$ cat config.mk
export PLATFORM = sky130hd
export DESIGN_NAME = matx_store
export DESIGN_NICKNAME = d
export VERILOG_FILES = /design/src/assert_macros.svh /design/src/matx_pkg.sv /design/src/matx_store.sv
export SDC_FILE = /design/constraint.sdc
export NUM_CORES = 1
export LEC_CHECK = 0
export BUFFER_PORTS_ARGS = -buffer_cell sky130_fd_sc_hd__buf_2
export CORE_MARGIN = 3
export CORE_UTILIZATION = 30
export DETAILED_ROUTE_END_ITERATION = 6
export HOLD_SLACK_MARGIN = 0.03
export PLACE_DENSITY = 0.41
export SLEW_MARGIN = 40
export SYNTH_ARGS = -nofsm -noshare
export SYNTH_HDL_FRONTEND = slang
export SYNTH_SLANG_ARGS = --single-unit
$ cat constraint.sdc
create_clock -name aclk -period 6.2 [get_ports aclk]
set_clock_uncertainty 0.05 [all_clocks]
set_input_delay 1.24 -clock aclk [delete_from_list [all_inputs] [get_ports aclk]]
set_output_delay 1.24 -clock aclk [all_outputs]
set_load 0.005 [all_outputs]
$ cat src/assert_macros.svh
// ----------------------------------------------------------------------------
// assert_macros.svh
// Concurrent assertion macros shared by the matrix unit RTL.
// ----------------------------------------------------------------------------
`ifndef ASSERT_MACROS_SVH
`define ASSERT_MACROS_SVH

// property checked on every clock edge outside of reset
`define ASSERT_CLK(lbl, clk, rstn, prop) \
    lbl: assert property (@(posedge clk) disable iff (!(rstn)) (prop)) \
        else $error("assertion failed: %m");

// property checked on every clock edge, reset included
`define ASSERT_ALWAYS(lbl, clk, prop) \
    lbl: assert property (@(posedge clk) (prop)) \
        else $error("assertion failed: %m");

`endif

$ cat src/matx_pkg.sv
// ----------------------------------------------------------------------------
// matx_pkg
// Shared constants, codes and control bundles of the matrix unit.
// ----------------------------------------------------------------------------
`default_nettype none

package matx_pkg;

    localparam int FRAC_BITS = 16;
    localparam int MAT_DIM   = 4;
    localparam int NELEM     = MAT_DIM * MAT_DIM;
    localparam int IDX_W     = $clog2(NELEM);
    localparam int DIM_W     = (MAT_DIM > 1) ? $clog2(MAT_DIM) : 1;
    localparam int ACC_W     = 64 + $clog2(MAT_DIM);
    localparam int VAL_W     = 32;
    localparam int OIDX_W    = 4;
    localparam int CMD_W     = 3;

    typedef enum logic [CMD_W-1:0] {
        CMD_LOAD_LEFT  = 3'd0,
        CMD_LOAD_RIGHT = 3'd1,
        CMD_MUL        = 3'd2,
        CMD_ADD        = 3'd3,
        CMD_SUB        = 3'd4
    } cmd_t;

    typedef enum logic [1:0] {
        ST_IDLE,
        ST_ISSUE,
        ST_WAIT,
        ST_EMIT
    } state_t;

    // matrix store port controls
    typedef struct packed {
        logic rd_en;
        logic ld_left;
        logic ld_right;
        logic res_we;
        logic swap;
    } st_ctl_t;

    // tags that travel with an operand pair into the mac
    typedef struct packed {
        logic valid;
        logic first;
        logic last;
    } mac_ctl_t;

endpackage

`default_nettype wire

$ cat src/matx_store.sv
// ----------------------------------------------------------------------------
// matx_store
// Left and right matrix memories with registered reads. The left matrix
// lives in two banks: an operation reads the current bank and writes its
// results into the other one, which becomes current after the last element.
// ----------------------------------------------------------------------------
`default_nettype none

module matx_store (
    input  wire logic                                aclk,
    input  wire logic                                aresetn,
    input  wire matx_pkg::st_ctl_t                   ctl,
    input  wire logic [matx_pkg::IDX_W-1:0]          left_rd_idx,
    input  wire logic [matx_pkg::IDX_W-1:0]          right_rd_idx,
    input  wire logic [matx_pkg::IDX_W-1:0]          ld_idx,
    input  wire logic signed [matx_pkg::VAL_W-1:0]   ld_data,
    input  wire logic [matx_pkg::IDX_W-1:0]          res_idx,
    input  wire logic signed [matx_pkg::VAL_W-1:0]   res_data,
    output logic signed [matx_pkg::VAL_W-1:0]        left_rd_data,
    output logic signed [matx_pkg::VAL_W-1:0]        right_rd_data
);

    localparam int LADDR_W = matx_pkg::IDX_W + 1;
    localparam int LDEPTH  = 2 * matx_pkg::NELEM;

    logic [matx_pkg::VAL_W-1:0] left_mem  [LDEPTH];
    logic [matx_pkg::VAL_W-1:0] right_mem [matx_pkg::NELEM];

    // per-entry valid flags stand in for clearing the memories at reset
    logic [LDEPTH-1:0]          left_vld_reg;
    logic [matx_pkg::NELEM-1:0] right_vld_reg;
    logic                       bank_reg;

    logic [matx_pkg::VAL_W-1:0] left_q_reg;
    logic [matx_pkg::VAL_W-1:0] right_q_reg;
    logic                       left_qv_reg;
    logic                       right_qv_reg;

    logic [LADDR_W-1:0]         left_wr_addr;
    logic [matx_pkg::VAL_W-1:0] left_wr_data;
    logic                       left_we;
    logic [LADDR_W-1:0]         left_rd_addr;

    // loads go to the current bank, results to the other one
    always_comb begin
        left_we      = ctl.ld_left | ctl.res_we;
        left_wr_addr = ctl.ld_left ? {bank_reg, ld_idx} : {~bank_reg, res_idx};
        left_wr_data = ctl.ld_left ? ld_data : res_data;
        left_rd_addr = {bank_reg, left_rd_idx};
    end

    always_ff @(posedge aclk) begin
        if (left_we) begin
            left_mem[left_wr_addr] <= left_wr_data;
        end
        if (ctl.ld_right) begin
            right_mem[ld_idx] <= ld_data;
        end
        if (ctl.rd_en) begin
            left_q_reg   <= left_mem[left_rd_addr];
            right_q_reg  <= right_mem[right_rd_idx];
            left_qv_reg  <= left_vld_reg[left_rd_addr];
            right_qv_reg <= right_vld_reg[right_rd_idx];
        end
    end

    always_ff @(posedge aclk) begin
        if (!aresetn) begin
            left_vld_reg  <= '0;
            right_vld_reg <= '0;
            bank_reg      <= 1'b0;
        end else begin
            if (left_we) begin
                left_vld_reg[left_wr_addr] <= 1'b1;
            end
            if (ctl.ld_right) begin
                right_vld_reg[ld_idx] <= 1'b1;
            end
            if (ctl.swap) begin
                bank_reg <= ~bank_reg;
            end
        end
    end

    assign left_rd_data  = left_qv_reg  ? left_q_reg  : '0;
    assign right_rd_data = right_qv_reg ? right_q_reg : '0;

endmodule

`default_nettype wire

# Word-level counts from Yosys, hierarchy flattened
# Memory sizes are Yosys's and may differ from the RTL's. A register that Yosys moved wholly into a read port is not among the register bits.
# Cells that the tools add are included.
# op_classes
n_lt_le_gt_ge,6
n_bitwise,4
n_reduce_logical,2
muxes,16
# ops
cell,count
2-to-1 mux 32 bit,3
bitwise OR 32 bit,1
bitwise OR 16 bit,1
"< comparator 5 x 6 -> 1 bit, second input constant",2
"< comparator 4 x 5 -> 1 bit, second input constant",2
2-to-1 mux 1 bit,8
binary-select mux 1 bit (select 5 bit),1
demux 1 bit (select 5 bit),1
"greater-or-equal comparator 5 x 1 -> 1 bit, second input constant",1
2-to-1 mux 5 bit,1
binary-select mux 1 bit (select 4 bit),1
demux 1 bit (select 4 bit),1
"greater-or-equal comparator 4 x 1 -> 1 bit, second input constant",1
logical AND 1 bit,2
NOT 1 bit,1
bitwise OR 1 bit,1
# word_totals
wordCells,35
reg_bits,51
input_bits,87
n_memories,2
ram_bits,1536
output_inout_bits,64
# mem_list
name,depth,word_bits,rd,rd_ports_with_merged_regs,wr,line_no,rtl
left_mem,32,32,1,1,1,matx_store.sv:26,logic [matx_pkg::VAL_W-1:0] left_mem [LDEPTH];
right_mem,16,32,1,1,1,matx_store.sv:27,logic [matx_pkg::VAL_W-1:0] right_mem [matx_pkg::NELEM];

# Depth between registers and ports, before layout
# depth
depth_word,7
ltp_mapped,8
ltp_nobuf,5

# Worst setup path before layout
# No wires, ideal clock.
# synth_path
path_type,input port to flip-flop
startpoint,input port ld_idx[2] (netlist bit)
endpoint,"memory right_mem[0][0] (netlist bit), enable pin"
stages,3
setup_time_ns,0.463
required_ns,5.687
setup_slack_ns,1.527
n_path_buf,1
arrival_ns,4.160
cell_sequence,clkbuf_1 > or3b_2 > nor3_1
# synth_lines
item,line_no,rtl
start: declaration,matx_store.sv:15,"input wire logic [matx_pkg::IDX_W-1:0] ld_idx,"
end: declaration,matx_store.sv:27,
# No word-level cell before the write port.

# Worst setup path in the final report
# layout_path
startpoint,register right_qv_reg
endpoint,output port right_rd_data[10] (netlist bit)
# layout_via
elab_chain_len,1
# layout_lines
item,line_no,rtl
start: declaration,matx_store.sv:37,logic right_qv_reg;
start signal: assignment,matx_store.sv:63,right_qv_reg <= right_vld_reg[right_rd_idx];
2-to-1 mux 32 bit,matx_store.sv:86,assign right_rd_data = right_qv_reg ? right_q_reg : '0;
end: declaration,matx_store.sv:20,output logic signed [matx_pkg::VAL_W-1:0] right_rd_data
# No other way between the ends.

==> impl_results.md <==
- YS warnings: 0
- Skew-Pair Late Insertion Delay: 0.81 ns
- Regs by FF count: left_mem x1024, right_mem x512
- MaxCap Viol Count: 0
- Reg2Reg Setup Slack: 2.83 ns
- CP max FO: 32
- Post_cts resized: 0
- LEAKAGE: 0.0248 µW
- Finished Cell Area: 0.0745 mm²
- Die area: 0.218 mm²
- Area grow syn2layout: 17.0%
- Starting density of the core: 0.303
- Mapped cell area: 0.0636 mm²
- Vias after detailed routing: 31600
- Most common cell after layout, fill and taps aside: edfxtp_1
- Reg2reg start: bank_reg
- Commonest cells after routing, fill and taps aside: edfxtp_1 (1602), mux2i_1 (528), clkbuf_16 (187), mux4_2 (165), buf_2 (145)
- Post-synth EDFFs: 1602
- Die H: 467 µm
- Fraction of layout cells with a size suffix above 1: 0.205
- Vias in the first global route: 32400
- Setup-failing EPs final: 0
- Worst slew pin tran: 0.879 ns
- Gate Count Post-Synth: 3304
- Final min period: 3.46 ns
- Syn Nets: 3391
- Core area: 0.210 mm²
- Hold Vio Cnt, Final: 0
- Port Buffers: 150
- WHS Path Cells: 1
- CP required: 4.91 ns
- FF-to-FF End: left_q_reg[10]
- Antenna Nets Post-Route: 0
- Die Wd: 467 µm
- Reg2Reg Depth: 6
- FILL cells: 19800
- # H-tree levels: 4
- Area of the multi-input gates: 0.0141 mm²
- DR iter-0 viols: 2390
- NumNets Final: 3653
- Clock-pin slew on the worst setup and hold paths: 0.06 ns
- Hold Crit Start: right_vld_reg[4]
- Routed length per placed instance: 26.9 µm
- # hold bufs at CTS: 0
- Max clock buf depth: 3
- Post-Place Setup Slack: 2.12 ns
- Min-Delay Endpoint: right_vld_reg[4]
- WHS: 0.411 ns
- Maximum VDD drop: 0.286 mV
- Reg area: 0.0491 mm²
- Crit share post-route: 0.558
- Biggest register: left_mem
- Status: finished, final reports clean
- Setup TNS: 0 ns
- CTS tree: built
- RSZ-0062 raised after global routing: false
- FF+latch count, synth: 1651
- Hold WC Path Type: reg -> reg
- Pin count of the biggest net entering global routing: 91
- Startpoint Class: register
- Area after DPL: 0.0688 mm²
- Synth Flop Type: edfxtp_1
- Setup slack after layout: 2.74 ns
- Io pins: 151
- Worst slew margin: 0.414
- Cell variety after synth: 33
- Worst setup path class: reg -> out
- Max Clk Rate: 0.289 GHz
- Drt total wl: 175 mm
- Initial antenna violation count: 29
- Drt drc: 0
- Total congestion overflow: 0
- TritonRoute pass-1 iters: 7
- Gr usage total: 0.160
- DP HPWL: 103 mm
- First-pass GRT wire length: 249 mm
- Max-slew violations: 0
- CTS Buf Count: 182
- # clock sinks: 1651
- Vias per inst: 4.84
- Mean Syn Cell Area: 19.3 µm²
- Post-CTS Setup Inserts: 0
- PwrDens: 325 mW/mm²
- Synth async-reset ratio: 0
- Cell row count: 168
- Root Buffer: clkbuf_16
- CP arrival: 2.17 ns
- CP endpoint kind: output port
- Post-Route Utilization: 0.354
- Seq/Total Area, Yosys: 0.772
- Routability Congestion: 0.731
- Max reg flops: 1024
## area by class of cell
cell class                 instances  share of cell area
sequential                      1651               0.659
multi-input combinational       1461               0.190
clock buffer                     250              0.0668
tap                             2805              0.0471
timing repair buffer             268              0.0293
clock inverter                    74             0.00731
antenna                            8            0.000269
inverter                           2            0.000101
## critical path, stage by stage (launching register included)
cell and delay [ns]:
edfxtp_1 0.32, buf_4 0.46, and2_1 0.41, buf_2 0.19
## cell usage after synthesis (48+ instances only)
cell,n,area (µm²)
a21oi_1,101,505
mux4_2,165,3720
and2_1,66,413
nand2_1,104,390
nor2_1,51,191
a22o_1,66,578
nand3_1,102,510
edfxtp_1,1602,48100
a22oi_1,100,751
mux2i_1,530,5310
buf_2,68,340
o21a_1,48,360
clkbuf_1,88,330
dfxtp_1,49,981
## through the flow
| stage | total power [µW] | cells |
|---|---|---|
| 6_report | 24200 | 6519 |
| 5_1_grt | 25100 | 6513 |
| 4_1_cts | 24600 | 6507 |
| 3_5_place_dp | 14400 | 6183 |
| 3_3_place_gp | 14300 | 6160 |
| 2_1_floorplan | 13600 | 3304 |
## routing by layer
layer	vias to the layer above	global-route usage	routed length [µm]	part of all wire
met5	-	0	136	0.00078
met4	20	0.0349	2850	0.016
met3	224	0.0286	7840	0.045
met2	639	0.254	82200	0.47
met1	16800	0.229	82200	0.47
li1	13900	-	-	-
## how the worst max path moves through the flow
stage | from | end | cells past startpoint
5_1_grt | bank_reg | left_mem[6][16] | 5
2_1_floorplan | ld_idx[2] | right_mem[0][0] | 3
3_3_place_gp | ctl[3] | left_mem[30][11] | 7
4_1_cts | right_qv_reg | right_rd_data[10] | 3
6_report | right_qv_reg | right_rd_data[10] | 3
3_5_place_dp | ctl[3] | left_mem[31][16] | 7
## kinds of logic after synthesis
group                  after synthesis  share of synthesized area
buffers and inverters              192                     0.0138
XOR/XNOR                             1                   0.000138
AND/OR/NAND/NOR                    378                     0.0285
flip-flops                        1651                      0.772
multiplexers                       728                      0.148
AO/OA/AOI/OAI                      354                     0.0384
## power by group
group	internal, µW	total, µW	switching, µW
clock network	5830	10100	4310
registers	12500	12600	74.3
logic	483	1470	988
(Power assumes the default switching activity.)
