--- config.mk ---
export PLATFORM = sky130hd
export DESIGN_NAME = matx_mac
export DESIGN_NICKNAME = d
export VERILOG_FILES = /design/src/assert_macros.svh /design/src/matx_pkg.sv /design/src/matx_mac.sv
export SDC_FILE = /design/constraint.sdc
export NUM_CORES = 2
export LEC_CHECK = 0
export ABC_CLOCK_PERIOD_IN_PS = 12090
export BUFFER_PORTS_ARGS = -buffer_cell sky130_fd_sc_hd__buf_4
export CAP_MARGIN = 20
export CORE_ASPECT_RATIO = 0.7
export CORE_UTILIZATION = 60
export CTS_CLUSTER_DIAMETER = 150
export CTS_CLUSTER_SIZE = 10
export DETAILED_ROUTE_END_ITERATION = 7
export GPL_ROUTABILITY_DRIVEN = 0
export PLACE_DENSITY = 0.77
export REMOVE_ABC_BUFFERS = 1
export SLEW_MARGIN = 20
export SYNTH_ARGS = -nofsm -noshare
export SYNTH_HDL_FRONTEND = slang
export SYNTH_SLANG_ARGS = --single-unit
--- constraint.sdc ---
create_clock -name aclk -period 12.09 [get_ports aclk]
set_input_delay 1.8135 -clock aclk [delete_from_list [all_inputs] [get_ports aclk]]
set_output_delay 1.8135 -clock aclk [all_outputs]
set_load 0.01 [all_outputs]
--- src/assert_macros.svh ---
// ----------------------------------------------------------------------------
// assert_macros.svh
// Concurrent assertion macros shared by the matrix unit RTL.
// ----------------------------------------------------------------------------
`ifndef ASSERT_MACROS_SVH
`define ASSERT_MACROS_SVH

// property checked on every clock edge outside of reset
`define ASSERT_CLK(lbl, clk, rstn, prop) \
    lbl: assert property (@(posedge clk) disable iff (!(rstn)) (prop)) \
        else $error("assertion failed: %m");

// property checked on every clock edge, reset included
`define ASSERT_ALWAYS(lbl, clk, prop) \
    lbl: assert property (@(posedge clk) (prop)) \
        else $error("assertion failed: %m");

`endif

--- src/matx_pkg.sv ---
// ----------------------------------------------------------------------------
// matx_pkg
// Shared constants, codes and control bundles of the matrix unit.
// ----------------------------------------------------------------------------
`default_nettype none

package matx_pkg;

    localparam int FRAC_BITS = 16;
    localparam int MAT_DIM   = 4;
    localparam int NELEM     = MAT_DIM * MAT_DIM;
    localparam int IDX_W     = $clog2(NELEM);
    localparam int DIM_W     = (MAT_DIM > 1) ? $clog2(MAT_DIM) : 1;
    localparam int ACC_W     = 64 + $clog2(MAT_DIM);
    localparam int VAL_W     = 32;
    localparam int OIDX_W    = 4;
    localparam int CMD_W     = 3;

    typedef enum logic [CMD_W-1:0] {
        CMD_LOAD_LEFT  = 3'd0,
        CMD_LOAD_RIGHT = 3'd1,
        CMD_MUL        = 3'd2,
        CMD_ADD        = 3'd3,
        CMD_SUB        = 3'd4
    } cmd_t;

    typedef enum logic [1:0] {
        ST_IDLE,
        ST_ISSUE,
        ST_WAIT,
        ST_EMIT
    } state_t;

    // matrix store port controls
    typedef struct packed {
        logic rd_en;
        logic ld_left;
        logic ld_right;
        logic res_we;
        logic swap;
    } st_ctl_t;

    // tags that travel with an operand pair into the mac
    typedef struct packed {
        logic valid;
        logic first;
        logic last;
    } mac_ctl_t;

endpackage

`default_nettype wire

--- src/matx_mac.sv ---
// ----------------------------------------------------------------------------
// matx_mac
// Shared multiply-accumulate unit: one signed 32x32 product or one sum or
// difference per cycle, accumulated exactly; products are then scaled, every result saturated.
// ----------------------------------------------------------------------------
`default_nettype none

module matx_mac (
    input  wire logic                                aclk,
    input  wire logic                                aresetn,
    input  wire matx_pkg::mac_ctl_t                  ctl,
    input  wire matx_pkg::cmd_t                      op,
    input  wire logic signed [matx_pkg::VAL_W-1:0]   a_in,
    input  wire logic signed [matx_pkg::VAL_W-1:0]   b_in,
    output logic                                     done,
    output logic signed [matx_pkg::VAL_W-1:0]        result
);

    localparam int ACC_W = matx_pkg::ACC_W;
    localparam int VAL_W = matx_pkg::VAL_W;

    logic signed [63:0]      prod;
    logic signed [ACC_W-1:0] term_next;
    logic signed [ACC_W-1:0] term_reg;
    logic signed [ACC_W-1:0] acc_reg;
    logic signed [ACC_W-1:0] a_ext;
    logic signed [ACC_W-1:0] b_ext;
    logic signed [ACC_W-1:0] scaled;
    logic                    v1_reg;
    logic                    first1_reg;
    logic                    last1_reg;
    logic                    done_reg;
    logic                    in_range;

    always_comb begin
        prod  = a_in * b_in;
        a_ext = {{(ACC_W-VAL_W){a_in[VAL_W-1]}}, a_in};
        b_ext = {{(ACC_W-VAL_W){b_in[VAL_W-1]}}, b_in};
        case (op)
            matx_pkg::CMD_MUL: term_next = {{(ACC_W-64){prod[63]}}, prod};
            matx_pkg::CMD_SUB: term_next = a_ext - b_ext;
            default:           term_next = a_ext + b_ext;
        endcase
    end

    always_ff @(posedge aclk) begin
        term_reg <= term_next;
        if (v1_reg) begin
            acc_reg <= first1_reg ? term_reg : acc_reg + term_reg;
        end
    end

    always_ff @(posedge aclk) begin
        if (!aresetn) begin
            v1_reg     <= 1'b0;
            first1_reg <= 1'b0;
            last1_reg  <= 1'b0;
            done_reg   <= 1'b0;
        end else begin
            v1_reg     <= ctl.valid;
            first1_reg <= ctl.first;
            last1_reg  <= ctl.last;
            done_reg   <= v1_reg & last1_reg;
        end
    end

    // arithmetic shift floors toward minus infinity
    always_comb begin
        scaled   = (op == matx_pkg::CMD_MUL) ? (acc_reg >>> matx_pkg::FRAC_BITS) : acc_reg;
        in_range = (scaled[ACC_W-1:VAL_W-1] == '0) || (scaled[ACC_W-1:VAL_W-1] == '1);
        if (in_range) begin
            result = scaled[VAL_W-1:0];
        end else if (scaled[ACC_W-1]) begin
            result = {1'b1, {(VAL_W-1){1'b0}}};
        end else begin
            result = {1'b0, {(VAL_W-1){1'b1}}};
        end
    end

    assign done = done_reg;

endmodule

`default_nettype wire

==> Yosys cells after proc, flatten, opt, wreduce, memory -nomap -nowiden <==
Cells that the tools add are included.
W data, S select, Z words.
{ "totals": {"regBits": 136, "out_inout_bits": 33, "input_bits": 72, "wordCells": 21} }
{ "op_classes": {"mul": 1, "addsub": 3, "reduce_logical": 2, "muxes": 5, "eq_ne": 3, "bitwise": 1} }
{ "ops": {"columns": ["cell", "n"], "rows": [
  ["$pmux W66 S2", 1],
  ["$add A66 B66 Y66", 1],
  ["$mux W66", 1],
  ["$mux W65", 1],
  ["$mul A32 B32 Y64", 1],
  ["$mux W32", 2],
  ["$eq A35 B35 Y1 const B", 1],
  ["$logic_not A35 Y1", 1],
  ["$add A32 B32 Y33", 1],
  ["$sub A32 B32 Y33", 1],
  ["$eq A3 B2 Y1 const B", 1],
  ["$eq A3 B3 Y1 const B", 1],
  ["$and A1 B1 Y1", 1],
  ["$logic_or A1 B1 Y1", 1]
]} }

==> Depth between registers and ports, before layout <==
{ "logic_depth": {"depth_word": 5, "depth_mapped": 30, "mapped_depth_nobuf": 27} }

==> Worst setup path before layout <==
Ideal clock, no wire load.
{ "synth_path": {"kind": "input-to-reg", "start": "input a_in[31] in the netlist's numbering", "end": "register term_reg[59]", "arrival_time_ns": 9.213, "path_stages": 26, "path_buffers": 3, "setup_ns": 0.130, "required_time_ns": 11.960, "slack_ns": 2.747, "cell_sequence": "clkbuf_1 > clkbuf_1 > nand2_1 > inv_1 > fa_1 > fa_1 > fa_1 > fa_1 > inv_1 > fa_1 > inv_1 > fa_1 > inv_1 > fa_1 > inv_1 > fa_1 > ha_1 > clkbuf_1 > a21oi_1 > nand2_1 > a221oi_1 > o31a_1 > a31oi_1 > a211oi_1 > xor2_1 > o21ai_0"} }
{ "synth_via": {"elab_chain_len": 2, "word_cells_on_any_way": 4, "cone_classes": "add/sub: 2; mul: 1; mux: 1"} }
{ "synth_lines": {"columns": ["item", "line", "rtl"], "rows": [
  ["from (decl)", "matx_mac.sv:13", "input wire logic signed [matx_pkg::VAL_W-1:0] a_in,"],
  ["$mul A32 B32 Y64 (tied with other cells)", "matx_mac.sv:36", "prod = a_in * b_in;"],
  ["$pmux W66 S2 *", "matx_mac.sv:39", "case (op)"],
  ["net term_next[59]", "matx_mac.sv:23", "logic signed [ACC_W-1:0] term_next;"],
  ["to (signal assigned)", "matx_mac.sv:47", "term_reg <= term_next;"],
  ["to (decl)", "matx_mac.sv:24", "logic signed [ACC_W-1:0] term_reg;"]
]} }
Mark *: on every way through the listed nets, which the timed path passes. The rest lies on a longest branch.
A chain may end at the register's enable or synchronous reset.

==> Final worst setup path <==
{ "layout_path": {"start": "input a_in[31] in the netlist's numbering", "end": "register term_reg[48]"} }
The elaborated chain is that of the path after synthesis.

==> results.json <==
{
  "yosys_warnings": 0,
  "ant_nets": 0,
  "final_common_cell": "fa_1",
  "antenna_found_initial": 2,
  "worstSkewPairLatency_ns": 0.45,
  "relSlewSlack_pct": 31.54,
  "avgSynthCellArea_um2": 8.855,
  "yosysTopAreaCellShare_pct": 44.76,
  "worst-setup-path-type": "input pin to register",
  "critical_path.slowest_cell": "fa_1",
  "fmax_mhz": 98.77,
  "cts_resized": 0,
  "synth-edff-count": 66,
  "grt_max_degree": 118,
  "cp.arrival_ns": 10.42,
  "syn_area_um2": 48520,
  "dp_hpwl_um": 115600,
  "synth.area.top_cells": "fa_1, ha_1, inv_1",
  "setup_viol": 0,
  "holdPathStages": 1,
  "crit_top_cell": "fa_1",
  "reg2regPathDepth": 11,
  "synthArstFlopShare_pct": 0,
  "wire_per_inst_um": 22.97,
  "area_growth_pct": 3.355,
  "r2r_start": "acc_reg[24]",
  "htree_levels": 4,
  "core_area_um2": 79410,
  "final_cell_mix": "fa_1, inv_1, nand2_1",
  "status": "finished, violations left",
  "cts_buffers": 17,
  "worst_pin_slew_ns": 1.027,
  "crit_path_end_kind": "register",
  "cap_violations": 0,
  "largest_reg_flops": 66,
  "fin_crit_sh_pct": 83.74,
  "grt_usage_pct": 36.90,
  "drt-total-wl_um": 146400,
  "synth_cell_types": 80,
  "hp-class": "register to register",
  "min_to": "done",
  "ys_seq_area_share_pct": 6.890,
  "synth-main-ff-cell": "dfxtp_1",
  "route.detailed.drc": 44,
  "failed_checks": "DRC",
  "crit_path_max_incr_delay_ns": 0.94,
  "clock_skew_ns": 0.01491,
  "nets": 6773,
  "cts_tree": "done",
  "cp_cell_sequence": "buf_4 > inv_1 > nor2_1 > fa_1 > fa_1 > fa_1 > fa_1 > fa_1 > fa_1 > fa_1 > fa_1 > ha_1 > nand4_1 > nor4_1 > nand4_1 > or3_1 > o22ai_1 > nor2_1 > o21ai_0 > xnor2_1 > o21ai_0",
  "critPathLaunchType": "input pin",
  "maxSlewViolCount": 0,
  "fp.dieH_um": 239.9,
  "path_clk_slew_ns": 0.06,
  "crit_required_ns": 12.38,
  "dieArea_um2": 82030,
  "period_minus_slack_ns": 10.12,
  "pin_count": 105,
  "r2r_slack_ns": 8.11,
  "drive_gt1_share_pct": 3.518,
  "die_w_um": 341.9,
  "crit_fanout": 23,
  "tns_ns": 0,
  "finalHoldViolations": 0,
  "viasPerCell": 6.151,
  "first_pass_iters": 8,
  "ys_seq_elements": 134,
  "cts_buffer_depth": 2,
  "yosysTopAreaCell": "fa_1",
  "rsz0062_at_grt": "no",
  "grt_pass1_wl_um": 231200,
  "timing.rr.end": "acc_reg[63]",
  "holdBufCountCts": 0,
  "clock_sinks": 134,
  "routed-via-count": 39196,
  "cts_root_buf": "clkbuf_16",
  "post-cts-setup-buffers": 0,
  "overflow": 0,
  "num_rows": 86,
  "min-delay-start": "last1_reg",
  "drt-initial-drc-count": 4555,
  "first_global_vias": 40357,
  "initial_core_util_pct": 61.10,
  "port_buffers": 104,
  "netlist_instances": 5480
}
[how the worst max path moves through the flow]
stage                  start      endpoint  slack, ns  cells after the start
floorplan           a_in[31]  term_reg[59]       3.07                     23
global placement    a_in[31]  term_reg[48]       1.85                     21
detailed placement  a_in[31]  term_reg[48]       1.72                     21
CTS                 a_in[31]  term_reg[48]       2.16                     21
global route        a_in[31]  term_reg[48]       1.68                     21
finish              a_in[31]  term_reg[48]       1.97                     21
[stage by stage]
stage          setup WS [ns]  cell area (um2)  utilization (%)  hold slack, ns  cells
6_report               1.966            50150            63.15          0.4463   6372
5_1_grt                1.681            50150            63.15          0.4708   6371
4_1_cts                2.162            50130            63.13          0.4496   6370
3_5_place_dp           1.724            49550            62.40          0.4407   6338
3_3_place_gp           1.852            49550            62.40          0.4337   6338
2_1_floorplan          3.069            47320                -          0.4290   5162
[metal layers]
| metal | vias up | global-route usage [%] | wire (um) |
|---|---|---|---|
| met5 | - | 0 | 13 |
| met4 | 2 | 9.567 | 4586 |
| met3 | 361 | 11.53 | 20310 |
| met2 | 2550 | 55.13 | 62660 |
| met1 | 19618 | 52.16 | 58810 |
| li1 | 16665 | - | - |
[final cells by class]
class | instances | area, um2
antenna | 1 | 2.502
multi-input combinational | 3996 | 40110
clock buffer | 18 | 439.2
tap | 1056 | 1321
clock inverter | 14 | 138.9
inverter | 1032 | 3874
sequential | 134 | 3348
timing repair buffer | 121 | 920.9
fill | 6597 | 29260
[cells by family after synthesis]
| kind of cell | synth area share, % |
|---|---|
| buf+inv | 10.47 |
| flops | 6.890 |
| mux | 0.1573 |
| simple gates | 16.52 |
| xor+xnor | 2.383 |
| compound gates | 10.72 |
| fa+ha+maj | 52.86 |
[cells in the mapped netlist, types with 7 or more instances]
master and n:
a211oi_1 49, a21o_1 78, a21oi_1 197, a221o_1 12, a221oi_1 9, a22oi_1 13
a31oi_1 27, and2_1 467, and3_1 52, and4_1 7, clkbuf_1 309, dfxtp_1 68
edfxtp_1 66, fa_1 1085, ha_1 314, inv_1 1029, nand2_1 679, nand2b_1 21
nand3_1 30, nand4_1 47, nor2_1 234, nor2b_1 18, nor3_1 36, nor4_1 20
o211ai_1 21, o21a_1 26, o21ai_0 206, o21bai_1 32, o221ai_1 18, o22ai_1 19
o31a_1 8, o31ai_1 13, or2_2 9, or3_1 15, or4_1 7, xnor2_1 76
xor2_1 56
[critical path, delay by kind of cell]
family | cells | cell delay, ns
AOI/OAI and AO/OA | 3 | 0.86
xor gates and xnor gates | 1 | 0.18
adders and majority gates | 9 | 4.94
buffers and inverters | 2 | 0.72
and+or+nand+nor | 6 | 1.87
Power is left out: the tool's default activity adds up to more than one toggle a clock period on the data nets, which glitch-free logic cannot reach.
